[config.mk]
export PLATFORM = sky130hd
export DESIGN_NAME = button_auto_repeat_controller
export DESIGN_NICKNAME = d
export VERILOG_FILES = /design/src/rtl/core/bar_pkg.sv /design/src/rtl/core/bar_scan.sv /design/src/rtl/core/bar_out_reg.sv /design/src/rtl/core/button_auto_repeat_controller.sv
export SDC_FILE = /design/constraint.sdc
export NUM_CORES = 1
export LEC_CHECK = 0
export BUFFER_PORTS_ARGS = -buffer_cell sky130_fd_sc_hd__buf_2
export CAP_MARGIN = 20
export CORE_MARGIN = 2
export CORE_UTILIZATION = 40
export CTS_CLUSTER_DIAMETER = 50
export DETAILED_ROUTE_END_ITERATION = 8
export HOLD_SLACK_MARGIN = 0.06
export PLACE_DENSITY_LB_ADDON = 0.15
export SETUP_SLACK_MARGIN = 0.2
export SLEW_MARGIN = 20
export SYNTH_ARGS = -nofsm -noshare
export SYNTH_HDL_FRONTEND = slang
export SYNTH_SLANG_ARGS = --single-unit
[constraint.sdc]
create_clock -name aclk -period 4.6 [get_ports aclk]
set_input_delay 1.38 -clock aclk [delete_from_list [all_inputs] [get_ports aclk]]
set_output_delay 1.38 -clock aclk [all_outputs]
set_load 0.1 [all_outputs]
[src/rtl/core/bar_pkg.sv]
// ----------------------------------------------------------------------------
// bar_pkg: shared types and constants for the button auto-repeat controller
// Register indexes, reset values, field widths and the structs that pass
// between the sequencer, the bit scanner and the output register.
// ----------------------------------------------------------------------------
package bar_pkg;

    localparam int NUM_BUTTONS_DEF = 10;

    localparam int CODE_W  = 4;
    localparam int CNT_W   = 16;
    localparam int RMASK_W = 10;
    localparam int STAMP_W = 32;
    localparam int CFG_W   = 16;
    localparam int CFG_IDX_W = 2;

    localparam logic [CNT_W-1:0]   DELAY_RST  = 16'd500;
    localparam logic [CNT_W-1:0]   PERIOD_RST = 16'd30;
    localparam logic [RMASK_W-1:0] RMASK_RST  = 10'd60;

    // Register indexes on the configuration port
    typedef enum logic [CFG_IDX_W-1:0] {
        REG_DELAY  = 2'd0,
        REG_PERIOD = 2'd1,
        REG_RMASK  = 2'd2,
        REG_ENABLE = 2'd3
    } cfg_idx_t;

    // Input kinds carried on s_tuser
    localparam logic CMD_BUTTON = 1'b0;
    localparam logic CMD_TICK   = 1'b1;

    // Sequencer to scanner
    typedef struct packed {
        logic load;
        logic shift;
    } scan_ctrl_t;

    // Scanner to sequencer
    typedef struct packed {
        logic              bit_set;
        logic              last;
        logic [CODE_W-1:0] code;
    } scan_stat_t;

    // One result word
    typedef struct packed {
        logic [STAMP_W-1:0] stamp;
        logic               is_down;
        logic [CODE_W-1:0]  code;
        logic               last;
    } out_word_t;

endpackage

[src/rtl/core/bar_scan.sv]
// ----------------------------------------------------------------------------
// bar_scan: held-button scanner
// Shift register walking the repeat set one button per cycle while shift is asserted, lowest first.
// ----------------------------------------------------------------------------
module bar_scan import bar_pkg::*; #(
    parameter int NUM_BUTTONS = NUM_BUTTONS_DEF
) (
    input  logic                   aclk,
    input  logic [NUM_BUTTONS-1:0] load_mask,
    input  scan_ctrl_t             ctrl,
    output scan_stat_t             stat
);
    localparam int IDX_W = $clog2(NUM_BUTTONS);

    logic [NUM_BUTTONS-1:0]  work_reg;
    logic [IDX_W-1:0]        idx_reg;
    logic [IDX_W+CODE_W-1:0] idx_ext;

    always_ff @(posedge aclk) begin
        if (ctrl.load) begin
            work_reg <= load_mask;
            idx_reg  <= '0;
        end else if (ctrl.shift) begin
            work_reg <= work_reg >> 1;
            idx_reg  <= idx_reg + IDX_W'(1);
        end
    end

    assign idx_ext      = {{CODE_W{1'b0}}, idx_reg};
    assign stat.code    = idx_ext[CODE_W-1:0];
    assign stat.bit_set = work_reg[0];
    // no set bit above the current one
    assign stat.last    = (work_reg[NUM_BUTTONS-1:1] == '0);

endmodule

[src/rtl/core/bar_out_reg.sv]
// ----------------------------------------------------------------------------
// bar_out_reg: result output register
// Holds one word for the master side until it is taken.
// ----------------------------------------------------------------------------
module bar_out_reg import bar_pkg::*; (
    input  logic      aclk,
    input  logic      aresetn,
    input  logic      load,
    input  out_word_t word_in,
    output logic      slot_free,
    output logic      m_tvalid,
    input  logic      m_tready,
    output logic [39:0] m_tdata,
    output logic      m_tlast
);
    logic      valid_reg;
    out_word_t word_reg;

    assign slot_free = !valid_reg || m_tready;

    always_ff @(posedge aclk) begin
        if (!aresetn) begin
            valid_reg <= 1'b0;
        end else if (load) begin
            valid_reg <= 1'b1;
        end else if (m_tready) begin
            valid_reg <= 1'b0;
        end
        if (load) begin
            word_reg <= word_in;
        end
    end

    assign m_tvalid = valid_reg;
    assign m_tdata  = {3'b000, word_reg.stamp, word_reg.is_down, word_reg.code};
    assign m_tlast  = word_reg.last;

endmodule

[src/rtl/core/button_auto_repeat_controller.sv]
// ----------------------------------------------------------------------------
// button_auto_repeat_controller: typematic auto-repeat for a button pad
// Tracks held buttons and a tick clock; emits down/up words for button
// events and repeated down words for held repeatable buttons on expiry.
// ----------------------------------------------------------------------------
//
//  channel   | dir | handshake          | content
//  ----------+-----+--------------------+-----------------------------------
//  s_        | in  | s_tvalid/s_tready  | tuser command, tdata button,pressed
//  m_        | out | m_tvalid/m_tready  | tdata code,is_down,stamp; tlast
//  cfg_      | in  | cfg_wr_en          | delay, period, repeat mask, enable
//
//  Button event: accepted in ST_IDLE; its word loads the output register
//  from ST_SEND once the output slot is free.
//  Tick with expiry: the scan shifter walks the bit positions in turn up to
//  the highest held repeatable button (at most NUM_BUTTONS); a set bit
//  waits for a free output slot. Other ticks and ignored events stay in ST_IDLE.
//  Reset (aresetn low, synchronous) clears mask, countdown, tick clock,
//  output valid and returns registers to 500 / 30 / 0x3C / disabled.
//  m_tready low holds the sequencer on its pending word; s_tready is high
//  only while the sequencer is idle.
//
module button_auto_repeat_controller import bar_pkg::*; #(
    parameter int NUM_BUTTONS = NUM_BUTTONS_DEF
) (
    input  logic                 aclk,
    input  logic                 aresetn,
    // input words
    input  logic                 s_tvalid,
    output logic                 s_tready,
    input  logic [7:0]           s_tdata,   // [3:0] button, [4] pressed
    input  logic                 s_tuser,   // [0] command (0 button, 1 tick)
    // result words
    output logic                 m_tvalid,
    input  logic                 m_tready,
    output logic [39:0]          m_tdata,   // [3:0] event_button, [4] is_down,
                                            // [36:5] time_stamp
    output logic                 m_tlast,
    // configuration
    input  logic                 cfg_wr_en,
    input  logic [CFG_IDX_W-1:0] cfg_index,
    input  logic [CFG_W-1:0]     cfg_wdata
);
    typedef enum logic [1:0] {
        ST_IDLE,
        ST_SEND,
        ST_SCAN
    } state_t;

    localparam logic [5:0] NB = 6'(NUM_BUTTONS);

    // configuration registers
    logic [CNT_W-1:0]   delay_reg;
    logic [CNT_W-1:0]   period_reg;
    logic [RMASK_W-1:0] rmask_reg;
    logic               enable_reg;

    // block state
    state_t                 state_reg, state_next;
    logic [NUM_BUTTONS-1:0] held_reg, held_next;
    logic [CNT_W-1:0]       count_reg, count_next;
    logic                   running_reg, running_next;
    logic [STAMP_W-1:0]     tick_reg, tick_next;
    logic [CODE_W-1:0]      pend_code_reg, pend_code_next;
    logic                   pend_down_reg, pend_down_next;

    logic [CODE_W-1:0]      in_button;
    logic                   in_pressed;
    logic                   accept;
    logic [NUM_BUTTONS-1:0] btn_bit;
    logic [NUM_BUTTONS-1:0] held_upd;   // mask after the offered button event
    logic [NUM_BUTTONS+RMASK_W-1:0] rmask_ext;
    logic [NUM_BUTTONS-1:0] rmask_nb;
    logic [NUM_BUTTONS-1:0] send_now;   // repeat set from the current mask
    logic [NUM_BUTTONS-1:0] send_new;   // repeat set after a button event

    scan_ctrl_t scan_ctrl;
    scan_stat_t scan_stat;
    logic       out_load;
    logic       slot_free;
    out_word_t  out_word;

    assign in_button  = s_tdata[3:0];
    assign in_pressed = s_tdata[4];
    assign s_tready   = (state_reg == ST_IDLE);
    assign accept     = s_tvalid && s_tready;

    assign btn_bit   = NUM_BUTTONS'(1) << in_button;
    assign held_upd  = in_pressed ? (held_reg | btn_bit) : (held_reg & ~btn_bit);
    assign rmask_ext = {{NUM_BUTTONS{1'b0}}, rmask_reg};
    assign rmask_nb  = rmask_ext[NUM_BUTTONS-1:0];
    assign send_now  = held_reg & rmask_nb;
    assign send_new  = held_upd & rmask_nb;

    always_comb begin
        state_next     = state_reg;
        held_next      = held_reg;
        count_next     = count_reg;
        running_next   = running_reg;
        tick_next      = tick_reg;
        pend_code_next = pend_code_reg;
        pend_down_next = pend_down_reg;
        scan_ctrl      = '0;
        out_load       = 1'b0;
        out_word       = '0;
        out_word.stamp = tick_reg;

        case (state_reg)
            ST_IDLE: begin
                if (accept && s_tuser == CMD_BUTTON) begin
                    if (enable_reg && ({2'b00, in_button} < NB)) begin
                        held_next      = held_upd;
                        pend_code_next = in_button;
                        pend_down_next = in_pressed;
                        state_next     = ST_SEND;
                        // arm or stop the countdown
                        if (send_new != '0) begin
                            count_next   = (delay_reg == '0) ? CNT_W'(1) : delay_reg;
                            running_next = 1'b1;
                        end else begin
                            count_next   = '0;
                            running_next = 1'b0;
                        end
                    end
                end else if (accept) begin
                    tick_next = tick_reg + STAMP_W'(1);
                    if (enable_reg && running_reg) begin
                        if (count_reg > CNT_W'(1)) begin
                            count_next = count_reg - CNT_W'(1);
                        end else if (send_now == '0) begin
                            count_next   = '0;
                            running_next = 1'b0;
                        end else begin
                            // expiry: reload period and walk the repeat set
                            count_next = (period_reg == '0) ? CNT_W'(1) : period_reg;
                            scan_ctrl.load = 1'b1;
                            state_next     = ST_SCAN;
                        end
                    end
                end
            end
            ST_SEND: begin
                out_word.code    = pend_code_reg;
                out_word.is_down = pend_down_reg;
                out_word.last    = 1'b1;
                if (slot_free) begin
                    out_load   = 1'b1;
                    state_next = ST_IDLE;
                end
            end
            ST_SCAN: begin
                out_word.code    = scan_stat.code;
                out_word.is_down = 1'b1;
                out_word.last    = scan_stat.last;
                // a clear bit just shifts; a set bit waits for the output slot
                if (!scan_stat.bit_set || slot_free) begin
                    scan_ctrl.shift = 1'b1;
                    out_load        = scan_stat.bit_set;
                    if (scan_stat.last) begin
                        state_next = ST_IDLE;
                    end
                end
            end
            default: begin
                state_next = ST_IDLE;
            end
        endcase
    end

    always_ff @(posedge aclk) begin
        if (!aresetn) begin
            state_reg   <= ST_IDLE;
            held_reg    <= '0;
            count_reg   <= '0;
            running_reg <= 1'b0;
            tick_reg    <= '0;
            delay_reg   <= DELAY_RST;
            period_reg  <= PERIOD_RST;
            rmask_reg   <= RMASK_RST;
            enable_reg  <= 1'b0;
        end else begin
            state_reg   <= state_next;
            held_reg    <= held_next;
            count_reg   <= count_next;
            running_reg <= running_next;
            tick_reg    <= tick_next;
            if (cfg_wr_en) begin
                case (cfg_idx_t'(cfg_index))
                    REG_DELAY:  delay_reg  <= cfg_wdata;
                    REG_PERIOD: period_reg <= cfg_wdata;
                    REG_RMASK:  rmask_reg  <= cfg_wdata[RMASK_W-1:0];
                    REG_ENABLE: enable_reg <= cfg_wdata[0];
                    default: begin
                    end
                endcase
            end
        end
        pend_code_reg <= pend_code_next;
        pend_down_reg <= pend_down_next;
    end

    bar_scan #(
        .NUM_BUTTONS(NUM_BUTTONS)
    ) u_scan (
        .aclk      (aclk),
        .load_mask (send_now),
        .ctrl      (scan_ctrl),
        .stat      (scan_stat)
    );

    bar_out_reg u_out (
        .aclk      (aclk),
        .aresetn   (aresetn),
        .load      (out_load),
        .word_in   (out_word),
        .slot_free (slot_free),
        .m_tvalid  (m_tvalid),
        .m_tready  (m_tready),
        .m_tdata   (m_tdata),
        .m_tlast   (m_tlast)
    );

    // a word is only produced by an active sequence
    a_no_idle_load: assert property (@(posedge aclk) disable iff (!aresetn)
        out_load |-> state_reg != ST_IDLE)
        else $error("result loaded while idle");

    // never overwrite a word still waiting on the master side
    a_no_overwrite: assert property (@(posedge aclk) disable iff (!aresetn)
        out_load |-> (!m_tvalid || m_tready))
        else $error("output word overwritten");

    // an accepted in-range button event while enabled always yields a word
    a_event_sends: assert property (@(posedge aclk) disable iff (!aresetn)
        (accept && s_tuser == CMD_BUTTON && enable_reg && ({2'b00, in_button} < NB))
        |=> state_reg == ST_SEND)
        else $error("button event lost");

    // a running countdown never sits at zero
    a_count_live: assert property (@(posedge aclk) disable iff (!aresetn)
        running_reg |-> count_reg != '0)
        else $error("countdown running at zero");

    // the scan only starts with a nonempty repeat set
    a_scan_nonempty: assert property (@(posedge aclk) disable iff (!aresetn)
        scan_ctrl.load |-> send_now != '0)
        else $error("scan started with nothing to repeat");

endmodule
==> reports/qor.yml <==
outcome: "complete, no violations"
cts_tree: "built"
vias: 5713
synth_cell_types: 58
crit_top_cell: "or4_1"
grt_use_met3_pct: 3.68
synth_edf_count: 53
cts_buffers: 17
endpoint_kind: "flip-flop"
vdd_drop_max_mv: 0.261
drt-pass1-iter-count: 4
cts_hold_buf: 0
cts_resized: 0
critical_path.slowest_cell: "or4_1"
grt_max_degree: 40
met2_usage_pct: 27.4
synthArstFlopShare_pct: 0
period_needed_ns: 3.59
power_density_nw_per_um2: 371
syn-mean-instance-area_sq_um: 9.23
grt_pass1_vias: 5344
cts_htree_levels: 4
yosys_register_bits: 162
die_width_um: 137
dieHeight_um: 137
seq_area_frac_synth_pct: 52.9
hp-class: "flip-flop to flip-flop"
slew_violations: 0
core_sq_um: 17400
n_antenna_cell: 0
final_nets: 866
dp_hpwl_um: 11600
grt_busiest_layer: "met2"
die_area_sq_um: 18900
row_count: 48
dp.cells: 1033
synth_area_sq_um: 7130
initial_core_util_pct: 41.1
ant_nets: 0
setup_viol: 0
slew_headroom_pct: 35.4
crit_family: "simple AND/OR/NAND/NOR gates"
cpPeakStageDelay_ns: 0.87
grt-ovfl-total: 0
finalClockSkew_ns: 0.00906
drt_wl_total_um: 16300
floorplan.io_pins: 75
drcViolationCount: 0
synth_top_area_share_pct: 30.6
rsz0062_at_grt: "false"
use_met1_pct: 25.5
multiInputGateArea_sq_um: 3120
postLayoutCoreUtil_pct: 47.3
synth_cells: 772
final_cells: 1065
worst-path-buf-inv: 1
dp_slack_ns: 0.582
vias_per_cell: 5.36
critPathLaunchType: "primary input"
cp_data_arrival_time_ns: 3.85
postCtsSetupBuffers: 0
gp_congestion: 0.822
syn2layout_area_growth_pct: 15.1
finalHoldViolCount: 0
regArea_sq_um: 3770
cp_max_fo: 17
post_drt_wl_per_cell_um: 15.3
crit_type: "primary input to flip-flop"
gr-usage-all-layers_pct: 18.0
setup_tns_ns: 0
drv_cap: 0
antenna_found_initial: 0
clk_pin_slew_ns: 0.06
portBuffers: 68
drt_iter0_markers: 511
largest_register_ffs: 37
fmax_ghz: 0.279
n_fill_cell: 1659
cp.required_ns: 4.86
cts_buffer_depth: 2
yosys-top-cells-area: "dfxtp_1 31%, edfxtp_1 22%, nand2_1 7.5%"
clk_latency_ns: 0.42
setup_ws_ns: 1.01
drive_above_1_share_pct: 14.3
ys_warn_count: 0
path_cells: "buf_2, nor4b_1, mux2i_1, or4_1, or4_1, a31oi_1, a221oi_1"
grt_first_pass_wirelength_um: 26600
p_leak_nw: 2.90
synth_flop_cell: "dfxtp_1"
cts_num_sinks: 162
yosys.area.top_type: "dfxtp_1"
min_period_over_period_pct: 77.9
tightest_slew_ns: 0.967
root_buffer: "clkbuf_16"
Yosys cell counts, types with 5 or more instances:
library cell / count
a211oi_1: 6
a21oi_1: 62
a31oi_1: 17
and2_1: 6
and4_1: 7
clkbuf_1: 33
dfxtp_1: 109
edfxtp_1: 53
ha_1: 7
inv_1: 19
mux2i_1: 17
nand2_1: 143
nand3_1: 41
nand4_1: 14
nor2_1: 53
nor2b_1: 7
nor3_1: 9
nor4_1: 13
nor4b_1: 6
nor4bb_1: 5
o21ai_0: 18
o21ai_1: 21
or3_1: 14
xnor2_1: 18
xor2_1: 16
power by group:
group / leakage (nW) / internal (mW) / switching (mW) / total [mW]
clock: 0.260 / 0.747 / 0.591 / 1.34
sequential: 1.34 / 1.49 / 0.0230 / 1.52
combinational: 1.31 / 0.0607 / 0.129 / 0.189
total: 2.90 / 2.30 / 0.742 / 3.04
worst paths after layout:
| path | startpoint | end | slack [ns] | cells past startpoint |
|---|---|---|---|---|
| setup / recovery | s_tdata[3] | count_reg[0] | 1.01 | 7 |
| hold / removal | tick_reg[27] | u_out.m_tdata[32] | 0.47 | 0 |
| setup reg to reg | state_reg[0] | tick_reg[29] | 1.81 | 8 |
| hold reg to reg | tick_reg[27] | u_out.m_tdata[32] | 0.47 | 0 |
metrics by stage:
step	total power [mW]	cell area (sq um)	hold WS, ns
6_report	3.04	8200	0.474
5_1_grt	3.15	8200	0.499
4_1_cts	3.07	8200	0.471
3_5_place_dp	1.73	7640	0.457
3_3_place_gp	1.73	7640	0.454
2_1_floorplan	1.68	7130	0.429
cell families after synthesis:
group	count (synthesis)	synth area share (%)
multiplexers	17	2.39
other	1	0.0526
buffers and inverters	61	3.51
adder cells (fa/ha/maj)	7	1.23
XOR/XNOR	34	4.18
flip-flops	162	52.9
AO/OA/AOI/OAI	148	11.9
AND/OR/NAND/NOR	342	23.8
per-layer routing:
layer,share of wire (%),vias to the layer above
met1,49,2693
li1,-,2858
met5,0,-
met4,1.3,0
met2,45,141
met3,5.1,21
cell type report:
| cell class | count | area share, % |
|---|---|---|
| clock inverter | 15 | 1.63 |
| sequential | 162 | 46.0 |
| inverter | 19 | 0.869 |
| tap | 225 | 3.43 |
| timing repair buffer | 76 | 4.88 |
| multi-input combinational | 551 | 38.0 |
| clock buffer | 17 | 5.19 |
cells in the final DEF, fill, tap and decap left out, drive strengths merged, types with 15 or more instances in the layout:
| master | netlist | final |
|---|---|---|
| xor2 | 16 | 16 |
| dfxtp | 109 | 109 |
| edfxtp | 53 | 53 |
| or3 | 15 | 15 |
| nand3 | 41 | 41 |
| buf | 9 | 76 |
| a31oi | 17 | 17 |
| nor2 | 53 | 53 |
| nand2 | 143 | 143 |
| mux2i | 17 | 17 |
| xnor2 | 18 | 18 |
| o21ai | 39 | 39 |
| inv | 19 | 23 |
| clkbuf | 33 | 17 |
| a21oi | 62 | 62 |
(Power assumes the default switching activity.)
